**config.mk**
```make
export PLATFORM = sky130hd
export DESIGN_NAME = double_ended_queue_unit
export DESIGN_NICKNAME = d
export VERILOG_FILES = /design/src/hdl/deq_pkg.sv /design/src/hdl/double_ended_queue_unit.sv
export SDC_FILE = /design/constraint.sdc
export NUM_CORES = 1
export LEC_CHECK = 0
export ABC_CLOCK_PERIOD_IN_PS = 4200
export BUFFER_PORTS_ARGS = -buffer_cell sky130_fd_sc_hd__buf_2
export CAP_MARGIN = 20
export CORE_MARGIN = 2
export CORE_UTILIZATION = 53
export DETAILED_ROUTE_END_ITERATION = 10
export PLACE_DENSITY_LB_ADDON = 0.3
export SLEW_MARGIN = 0
export SYNTH_ARGS = -nofsm -noshare
export SYNTH_HDL_FRONTEND = slang
export SYNTH_SLANG_ARGS = --single-unit
```
**constraint.sdc**
```tcl
create_clock -name clk -period 4.2 [get_ports clk]
set_clock_uncertainty 0.1 [all_clocks]
set_input_delay 0.84 -clock clk [delete_from_list [all_inputs] [get_ports clk]]
set_output_delay 0.84 -clock clk [all_outputs]
set_load 0.005 [all_outputs]
```
**src/hdl/deq_pkg.sv**
```systemverilog
`timescale 1ns / 1ps
// ----------------------------------------------------------------------------
// deq_pkg
// Shared types, codes and default sizes for the double-ended queue unit.
// ----------------------------------------------------------------------------
package deq_pkg;

  // default sizes
  localparam int DEQ_DEPTH      = 16;
  localparam int DEQ_DATA_WIDTH = 32;

  // field widths of the action and status codes
  localparam int ACTION_W = 3;
  localparam int STATUS_W = 2;

  // requested action of one input beat
  typedef enum logic [ACTION_W-1:0] {
    ACT_PUSH_FRONT = 3'd0,
    ACT_PUSH_BACK  = 3'd1,
    ACT_POP_FRONT  = 3'd2,
    ACT_POP_BACK   = 3'd3,
    ACT_PEEK_FRONT = 3'd4,
    ACT_PEEK_BACK  = 3'd5
  } action_t;

  // status code of one result beat
  typedef enum logic [STATUS_W-1:0] {
    ST_OK    = 2'd0,
    ST_EMPTY = 2'd1,
    ST_FULL  = 2'd2
  } status_t;

endpackage

```
**src/hdl/double_ended_queue_unit.sv**
```systemverilog
`timescale 1ns / 1ps
// ----------------------------------------------------------------------------
// double_ended_queue_unit
// Bounded double-ended queue kept in a ring buffer held in a synchronous RAM.
// ----------------------------------------------------------------------------
// Usage:
//   The in_ channel takes one action per beat: push front, push back, pop
//   front, pop back, peek front or peek back, with in_data_in as the word to
//   store for pushes. Every input beat yields exactly one out_ beat carrying
//   the word read (zero for pushes, errors and unknown codes), a status code
//   (ok, empty, full), the empty flag and the entry count after the action.
//   The result sits in the output register the cycle after the input beat
//   is taken, while the RAM read data arrives with it. Throughput is one
//   action per cycle while the receiver takes each beat; pointers and
//   count live in flops and update at the accept edge, and a write done at
//   one edge is visible to a read issued at the next, so back-to-back
//   actions need no interlock. When the receiver stalls, the output
//   register holds its beat and in_ready drops until the beat is taken.
//   Reset empties the queue (pointers and count cleared); RAM contents are
//   not cleared, since only held entries are ever read.
// ----------------------------------------------------------------------------
module double_ended_queue_unit #(
  parameter int DEPTH      = deq_pkg::DEQ_DEPTH,
  parameter int DATA_WIDTH = deq_pkg::DEQ_DATA_WIDTH
) (
  input  logic                         clk,
  input  logic                         rst_n,
  // input channel
  input  logic                         in_valid,
  output logic                         in_ready,
  input  logic [deq_pkg::ACTION_W-1:0] in_action,
  input  logic [DATA_WIDTH-1:0]        in_data_in,
  // result channel
  output logic                         out_valid,
  input  logic                         out_ready,
  output logic [DATA_WIDTH-1:0]        out_data_out,
  output logic [deq_pkg::STATUS_W-1:0] out_status,
  output logic                         out_is_empty,
  output logic [$clog2(DEPTH+1)-1:0]   out_entry_count
);
  import deq_pkg::*;

  localparam int AW = $clog2(DEPTH);
  localparam int CW = $clog2(DEPTH + 1);
  localparam logic [AW-1:0] LAST_SLOT = AW'(DEPTH - 1);
  localparam logic [CW-1:0] FULL_CNT  = CW'(DEPTH);

  // ring storage
  logic [DATA_WIDTH-1:0] mem [DEPTH];
  logic [DATA_WIDTH-1:0] rd_data_r;

  // queue pointers and fill level
  logic [AW-1:0] front_r, front_nxt;
  logic [AW-1:0] back_r, back_nxt;
  logic [CW-1:0] count_r, count_nxt;

  // output register
  logic          out_valid_r;
  logic          out_rd_r, out_rd_nxt;
  status_t       out_status_r, out_status_nxt;
  logic [CW-1:0] out_count_r;

  // ram access for the current beat
  logic          accept;
  logic          wr_en, rd_en;
  logic [AW-1:0] wr_addr, rd_addr;

  // neighbor slots with wrap in either direction
  logic [AW-1:0] front_prev, front_next, back_prev, back_next;
  logic          is_full, is_empty;

  assign in_ready = !out_valid_r || out_ready;
  assign accept   = in_valid && in_ready;

  assign front_prev = (front_r == '0) ? LAST_SLOT : front_r - AW'(1);
  assign front_next = (front_r == LAST_SLOT) ? '0 : front_r + AW'(1);
  assign back_prev  = (back_r == '0) ? LAST_SLOT : back_r - AW'(1);
  assign back_next  = (back_r == LAST_SLOT) ? '0 : back_r + AW'(1);
  assign is_full    = (count_r == FULL_CNT);
  assign is_empty   = (count_r == '0);

  // action decode
  always_comb begin
    front_nxt      = front_r;
    back_nxt       = back_r;
    count_nxt      = count_r;
    wr_en          = 1'b0;
    wr_addr        = front_prev;
    rd_en          = 1'b0;
    rd_addr        = front_r;
    out_rd_nxt     = 1'b0;
    out_status_nxt = ST_OK;
    unique case (action_t'(in_action))
      ACT_PUSH_FRONT: begin
        if (is_full) begin
          out_status_nxt = ST_FULL;
        end else begin
          wr_en     = accept;
          wr_addr   = front_prev;
          front_nxt = front_prev;
          count_nxt = count_r + CW'(1);
        end
      end
      ACT_PUSH_BACK: begin
        if (is_full) begin
          out_status_nxt = ST_FULL;
        end else begin
          wr_en     = accept;
          wr_addr   = back_r;
          back_nxt  = back_next;
          count_nxt = count_r + CW'(1);
        end
      end
      ACT_POP_FRONT, ACT_PEEK_FRONT: begin
        if (is_empty) begin
          out_status_nxt = ST_EMPTY;
        end else begin
          rd_en      = accept;
          rd_addr    = front_r;
          out_rd_nxt = 1'b1;
          if (action_t'(in_action) == ACT_POP_FRONT) begin
            front_nxt = front_next;
            count_nxt = count_r - CW'(1);
          end
        end
      end
      ACT_POP_BACK, ACT_PEEK_BACK: begin
        if (is_empty) begin
          out_status_nxt = ST_EMPTY;
        end else begin
          rd_en      = accept;
          rd_addr    = back_prev;
          out_rd_nxt = 1'b1;
          if (action_t'(in_action) == ACT_POP_BACK) begin
            back_nxt  = back_prev;
            count_nxt = count_r - CW'(1);
          end
        end
      end
      default: begin
        // unknown codes leave the queue as it is
      end
    endcase
  end

  // ram write port
  always_ff @(posedge clk) begin
    if (wr_en) begin
      mem[wr_addr] <= in_data_in;
    end
  end

  // ram read port, registered data
  always_ff @(posedge clk) begin
    if (rd_en) begin
      rd_data_r <= mem[rd_addr];
    end
  end

  // pointers, count and output control
  always_ff @(posedge clk) begin
    if (!rst_n) begin
      front_r     <= '0;
      back_r      <= '0;
      count_r     <= '0;
      out_valid_r <= 1'b0;
    end else begin
      if (accept) begin
        front_r     <= front_nxt;
        back_r      <= back_nxt;
        count_r     <= count_nxt;
        out_valid_r <= 1'b1;
      end else if (out_ready) begin
        out_valid_r <= 1'b0;
      end
    end
  end

  // result payload of the beat just taken
  always_ff @(posedge clk) begin
    if (accept) begin
      out_rd_r     <= out_rd_nxt;
      out_status_r <= out_status_nxt;
      out_count_r  <= count_nxt;
    end
  end

  assign out_valid       = out_valid_r;
  assign out_data_out    = out_rd_r ? rd_data_r : '0;
  assign out_status      = out_status_r;
  assign out_is_empty    = (out_count_r == '0);
  assign out_entry_count = out_count_r;

endmodule
```
==> qor.csv, run 1 <==
metric,value,unit
numPlacedInstances,2819,
grt_max_degree,131,
hp-class,primary input to register,
peakVddDrop,0.347,mV
hold_violations,0,
hpwl,44500,um
stdcell_area,0.0305,mm2
regToRegSetupSlack,0.55,ns
vias,22000,
met2_usage,48.8,%
num_rows,83,
clockBufferDepth,3,
hold_path.startpoint,in_valid,
setup_viol,0,
synthCells,2260,
cts_resized,0,
gp_congestion,0.855,
use_met3,7.42,%
remaining_drc_errors,0,
rsz0062_at_grt,no,
fin_util,59.6,%
yosysUniqueCellTypes,60,
netlist_area,0.0274,mm2
timing.final.crit_share,86.8,%
grtUsageTotal,32.1,%
path_class,register to register,
drt_iter0_markers,3404,
layout_min_cycle_time,3.65,ns
synth_nets,2305,
synth_top_area_share,60.4,%
clkLatencyLatePin,0.63,ns
critPathArrivalTime,3.90,ns
flow.area_growth_from_synthesis,11.3,%
synth_edf_count,552,
cts_tree,yes,
wl_per_cell,29.9,um
vias_per_cell,7.54,
grt_pass1_wl,130000,um
ys_top_cells_by_area,"edfxtp_1, a311oi_1, a2111oi_0, a221oi_1, a32oi_1",
endpoint_kind,register,
worstMarginPinSlew,1.15,ns
root_buffer,clkbuf_16,
cap_violations,0,
whs,0.413,ns
fill_cells,3900,
drtPass1Iterations,6,
synth-main-ff-cell,edfxtp_1,
status,finished clean,
io_pins,81,
critPathLaunchType,register,
cts.clk_slew.worst_paths,0.06,ns
layout-drive-gt1-share,12.8,%
slew_violations,0,
clock_sinks,566,
routed_wl,87200,um
die_area,0.0536,mm2
p_per_area,434,mW/mm2
die_w,232,um
fp.coreArea,0.0512,mm2
stdcell_count,2919,
cp_max_fo,96,
cts_buffers,56,
r2r_cells,8,
cts_hold_buf,0,
worstHoldEndpoint,out_valid,
ys_seq_area_share,61.4,%
die_h,232,um
fmax,274,MHz
finalPower,13.2,mW
synth_top_area_cell,edfxtp_1,
grt.met1_usage,43.3,%
grt.busiest_layer,met2,
start_util,53.6,%
first_global_vias,21200,
min_path_cells,3,
h-tree-depth,2,
synth_seq_cells,566,
syn_avg_cell_area,12.1,um2
place_area,0.0287,mm2
reg2reg_from,count_r[0],
synth.most_common_cell,edfxtp_1,
yosys_warnings,0,
ant_nets,0,
synthTopCellsByCount,"edfxtp_1, nand2_1, clkbuf_1",
overflow,0,
port_buffers,80,
required,4.46,ns
max_slew_margin,22.9,%
postCtsSetupRepairBufs,0,
ys_async_sr_fraction,0,%
p_leak,9.36,nW
layout.nets,2242,
antenna_found_initial,6,
timing.rr.end,rd_data_r[24],
[metrics by stage]
| stage | setup WS [ns] | TNS (ns) |
|---|---|---|
| floorplan | -0.00264 | -0.379 |
| global placement | 0.329 | 0 |
| detailed placement | 0.389 | 0 |
| CTS | 0.624 | 0 |
| global route | 0.416 | 0 |
| finish | 0.555 | 0 |
[cell type report]
| type | count | area [um2] | share of cell area, % |
|---|---|---|---|
| Tap cell | 680 | 851 | 2.79 |
| Sequential cell | 566 | 16900 | 55.2 |
| Timing Repair Buffer | 165 | 1400 | 4.58 |
| Inverter | 15 | 61.3 | 0.201 |
| Clock inverter | 32 | 334 | 1.09 |
| Antenna cell | 1 | 2.50 | 0.00820 |
| Multi-Input combinational cell | 1393 | 9580 | 31.4 |
| Clock buffer | 67 | 1440 | 4.73 |
[routing by layer]
metal	vias to the layer above	wire length, um	share of wire [%]
li1	9144	-	-
met1	10800	32300	37
met2	1758	39600	45
met3	311	11200	13
met4	8	4020	4.6
met5	-	47	0.054
[power by group]
part	internal [mW]	switching (mW)
registers	6.30	0.0597
clock network	2.81	2.15
logic	0.571	1.37
total	9.68	3.57
[worst max-delay path by stage]
stage,start,endpoint,slack (ns),depth (start not counted)
global route,back_r[0],rd_data_r[24],0.42,8
detailed placement,in_action[2],rd_data_r[13],0.39,8
finish,count_r[0],rd_data_r[24],0.55,8
CTS,back_r[0],rd_data_r[17],0.62,8
global placement,in_action[2],rd_data_r[9],0.33,7
floorplan,in_action[0],mem[7][0],-0.003,9
[state kept, by name (all words and copies together) (netlist names)]
register         flops
count_r              5
out_valid            1
out_status           2
front_r              4
mem                512
out_rd_r             1
back_r               4
rd_data_r           32
out_entry_count      5
[cells in the final DEF, fill, tap and decap left out, types with 3 or more instances in the layout]
cell type  netlist  layout
buf_4           14      57
nand2_1        278     278
clkbuf_1       220      11
nand3_1          7       6
o21ai_0        135     135
and3_1           4       4
edfxtp_1       552     552
o2111ai_1        3       3
a31oi_1        129     128
mux2_2           4       4
xnor2_1          8       7
clkinv_1         1      13
dfxtp_1         14      13
buf_12           0      28
a221oi_1       128     128
clkbuf_16        0      56
and2_1          36      35
a32oi_1        128     127
ha_1             6       5
nor3b_1          4       4
buf_2           42      79
o211ai_1         5       5
nor2_1          36      20
o31ai_1          5       4
a2111oi_0      128     128
or4_1           34      34
a311oi_1       130     130
nand2b_1       129     129
a21oi_1         16      16
mux2i_1          4       4
nor2_4           0      16
inv_1           13      12
bufinv_16        0       6
clkinv_2         0       9
[cells by family (layout without fill, tap and decap cells)]
kind of cell,after synthesis,count (layout),synth area share [%]
AND/OR/NAND/NOR,542,542,9.78
buffers and inverters,301,279,4.64
XOR/XNOR,11,11,0.379
flip-flops,566,566,61.4
adder cells (fa/ha/maj),6,6,0.274
AO/OA/AOI/OAI,826,826,23.2
multiplexers,8,8,0.310
other,0,1,0
[critical path: stages, from the launching register on]
cell       delay, ns
dfxtp_1         0.37
inv_1           0.11
ha_1            0.27
nor4b_4         0.75
buf_12          0.51
a2111oi_0       0.15
a311oi_1        0.36
a221oi_1        0.16
or4_1           0.53
(Power assumes the default switching activity.)
==> run 2, diff against run 1 <==
--- a/config.mk
+++ b/config.mk
@@ -10,8 +10,10 @@
 export CAP_MARGIN = 20
 export CORE_MARGIN = 2
 export CORE_UTILIZATION = 53
+export CTS_CLUSTER_SIZE = 14
 export DETAILED_ROUTE_END_ITERATION = 10
 export PLACE_DENSITY_LB_ADDON = 0.3
+export RECOVER_POWER = 50
 export SLEW_MARGIN = 0
 export SYNTH_ARGS = -nofsm -noshare
 export SYNTH_HDL_FRONTEND = slang
==> run 2 against run 1 <==
The flow now finishes with violations (capacitance limit, slew limit); via count is essentially flat; largest power group unchanged; setup slack got worse by 0.17 ns; die area unchanged; design area shrank 0.23%; maximum frequency down 4.5%; cell count is the same; sequential share of layout area increased by 0.12 points; register-to-register slack worse by 0.17 ns; wire length is essentially flat; sequential cell count is the same.
==> qor.csv, run 2 (same netlist as run 1, synthesis figures left out) <==
metric,value,unit
status,"finished, violations left",
violations,"capacitance limit, slew limit",
fmax,262,MHz
io_pins,81,
cp_max_fo,62,
layout_min_cycle_time,3.82,ns
setup_viol,0,
top_register,mem,
hpwl,44500,um
wl_per_cell,29.8,um
fill_cells,3923,
finalSetupTns,0,ns
reg_top3,"mem (512), rd_data_r (32)",
cts_buffers,56,
timing.final.crit_share,90.9,%
cts_hold_buf,0,
whs,0.401,ns
antenna_found_initial,5,
hold_violations,0,
remaining_drc_errors,0,
postCtsSetupRepairBufs,0,
clock_sinks,566,
die_area,0.0536,mm2
crit_chain,"inv_1, ha_1, or4b_1, buf_4, a31oi_1, a311oi_1, a221oi_1, or4_1",
vias_per_cell,7.54,
overflow,0,
grtUsageTotal,32.1,%
root_buffer,clkbuf_16,
clkLatencyLatePin,0.63,ns
die_h,232,um
cap_violations,1,
flow.area_growth_from_synthesis,11.0,%
drt_iter0_markers,3326,
endpoint_kind,register,
hp-class,primary input to register,
gp_congestion,0.855,
cts_resized,0,
critPathLaunchType,register,
first_global_vias,21200,
grt_max_degree,131,
port_buffers,80,
rsz0062_at_grt,no,
path_class,register to register,
final_common_cell,edfxtp_1,
cts.clk_slew.worst_paths,0.06,ns
p_per_area,434,mW/mm2
p_leak,9.25,nW
fin_util,59.5,%
worstMarginPinSlew,1.91,ns
critPathArrivalTime,4.07,ns
start_util,53.6,%
dp_slack,0.389,ns
layout_common_cells,"edfxtp_1, nand2_1, o21ai_0, a311oi_1, nand2b_1",
clockBufferDepth,3,
cp_num_buf_inv,2,
cpPeakStageDelay,0.75,ns
largest_reg_flops,512,
cts_tree,yes,
seq_area,0.0169,mm2
finalPower,13.2,mW
fp.coreArea,0.0512,mm2
die_w,232,um
ant_nets,0,
layout-drive-gt1-share,11.1,%
routed_wl,87100,um
num_rows,83,
layout.nets,2242,
vias,22000,
multi_input_area,0.00956,mm2
drtPass1Iterations,6,
critPathSlowestCell,buf_4,
required,4.45,ns
grt_pass1_wl,130000,um
layout_setup_ws,0.381,ns
slew_violations,10,
h-tree-depth,2,
crit_family,simple AND/OR/NAND/NOR gates,
max_slew_margin,-27.4,%
peakVddDrop,0.346,mV
==> run 2: changes by cell type in the layout (fill, tap and decap cells not counted), moves of 2 or more <==
cell / delta
buf_2: -36
clkbuf_1: +36
buf_4: -2
clkbuf_2: +2
==> run 2: worst register-to-register path: cells and delay by family, from the launching register on <==
family          cells  cell delay [ns]
buf+inv             2             0.85
compound gates      3             0.84
simple gates        2             1.03
fa+ha+maj           1             0.28
flops               1             0.43
==> run 2: worst paths after layout <==
| path | start | endpoint | slack, ns | cells past startpoint |
|---|---|---|---|---|
| max | count_r[0] | rd_data_r[21] | 0.38 | 8 |
| max reg2reg | count_r[0] | rd_data_r[21] | 0.38 | 8 |
| min reg2reg | back_r[0] | back_r[0] | 0.48 | 2 |
| min | in_valid | out_valid | 0.40 | 3 |
==> run 2: where the power goes <==
part	internal, mW	switching (mW)	total, mW
sequential	6.30	0.0602	6.36
clock	2.81	2.14	4.95
combinational	0.562	1.36	1.92
==> run 2: metrics by stage <==
step	cells	area, um2
CTS	2918	30500
global route	2918	30500
global placement	2818	28700
detailed placement	2819	28700
finish	2919	30500
floorplan	2260	27400
==> run 2: per-layer routing <==
| metal | track usage, % | vias to the layer above | part of all wire (%) |
|---|---|---|---|
| li1 | - | 9147 | - |
| met2 | 48.8 | 1725 | 46 |
| met3 | 7.42 | 311 | 13 |
| met4 | 16.0 | 6 | 4.7 |
| met5 | 0 | - | 0.039 |
| met1 | 43.3 | 10800 | 37 |
==> run 2: cell type report <==
type,count,share of cell area (%)
sequential,566,55.3
multi-input combinational,1393,31.4
clock buffer,67,4.74
timing repair buffer,165,4.43
tap,680,2.79
clock inverter,32,1.10
inverter,15,0.201
antenna,1,0.00822
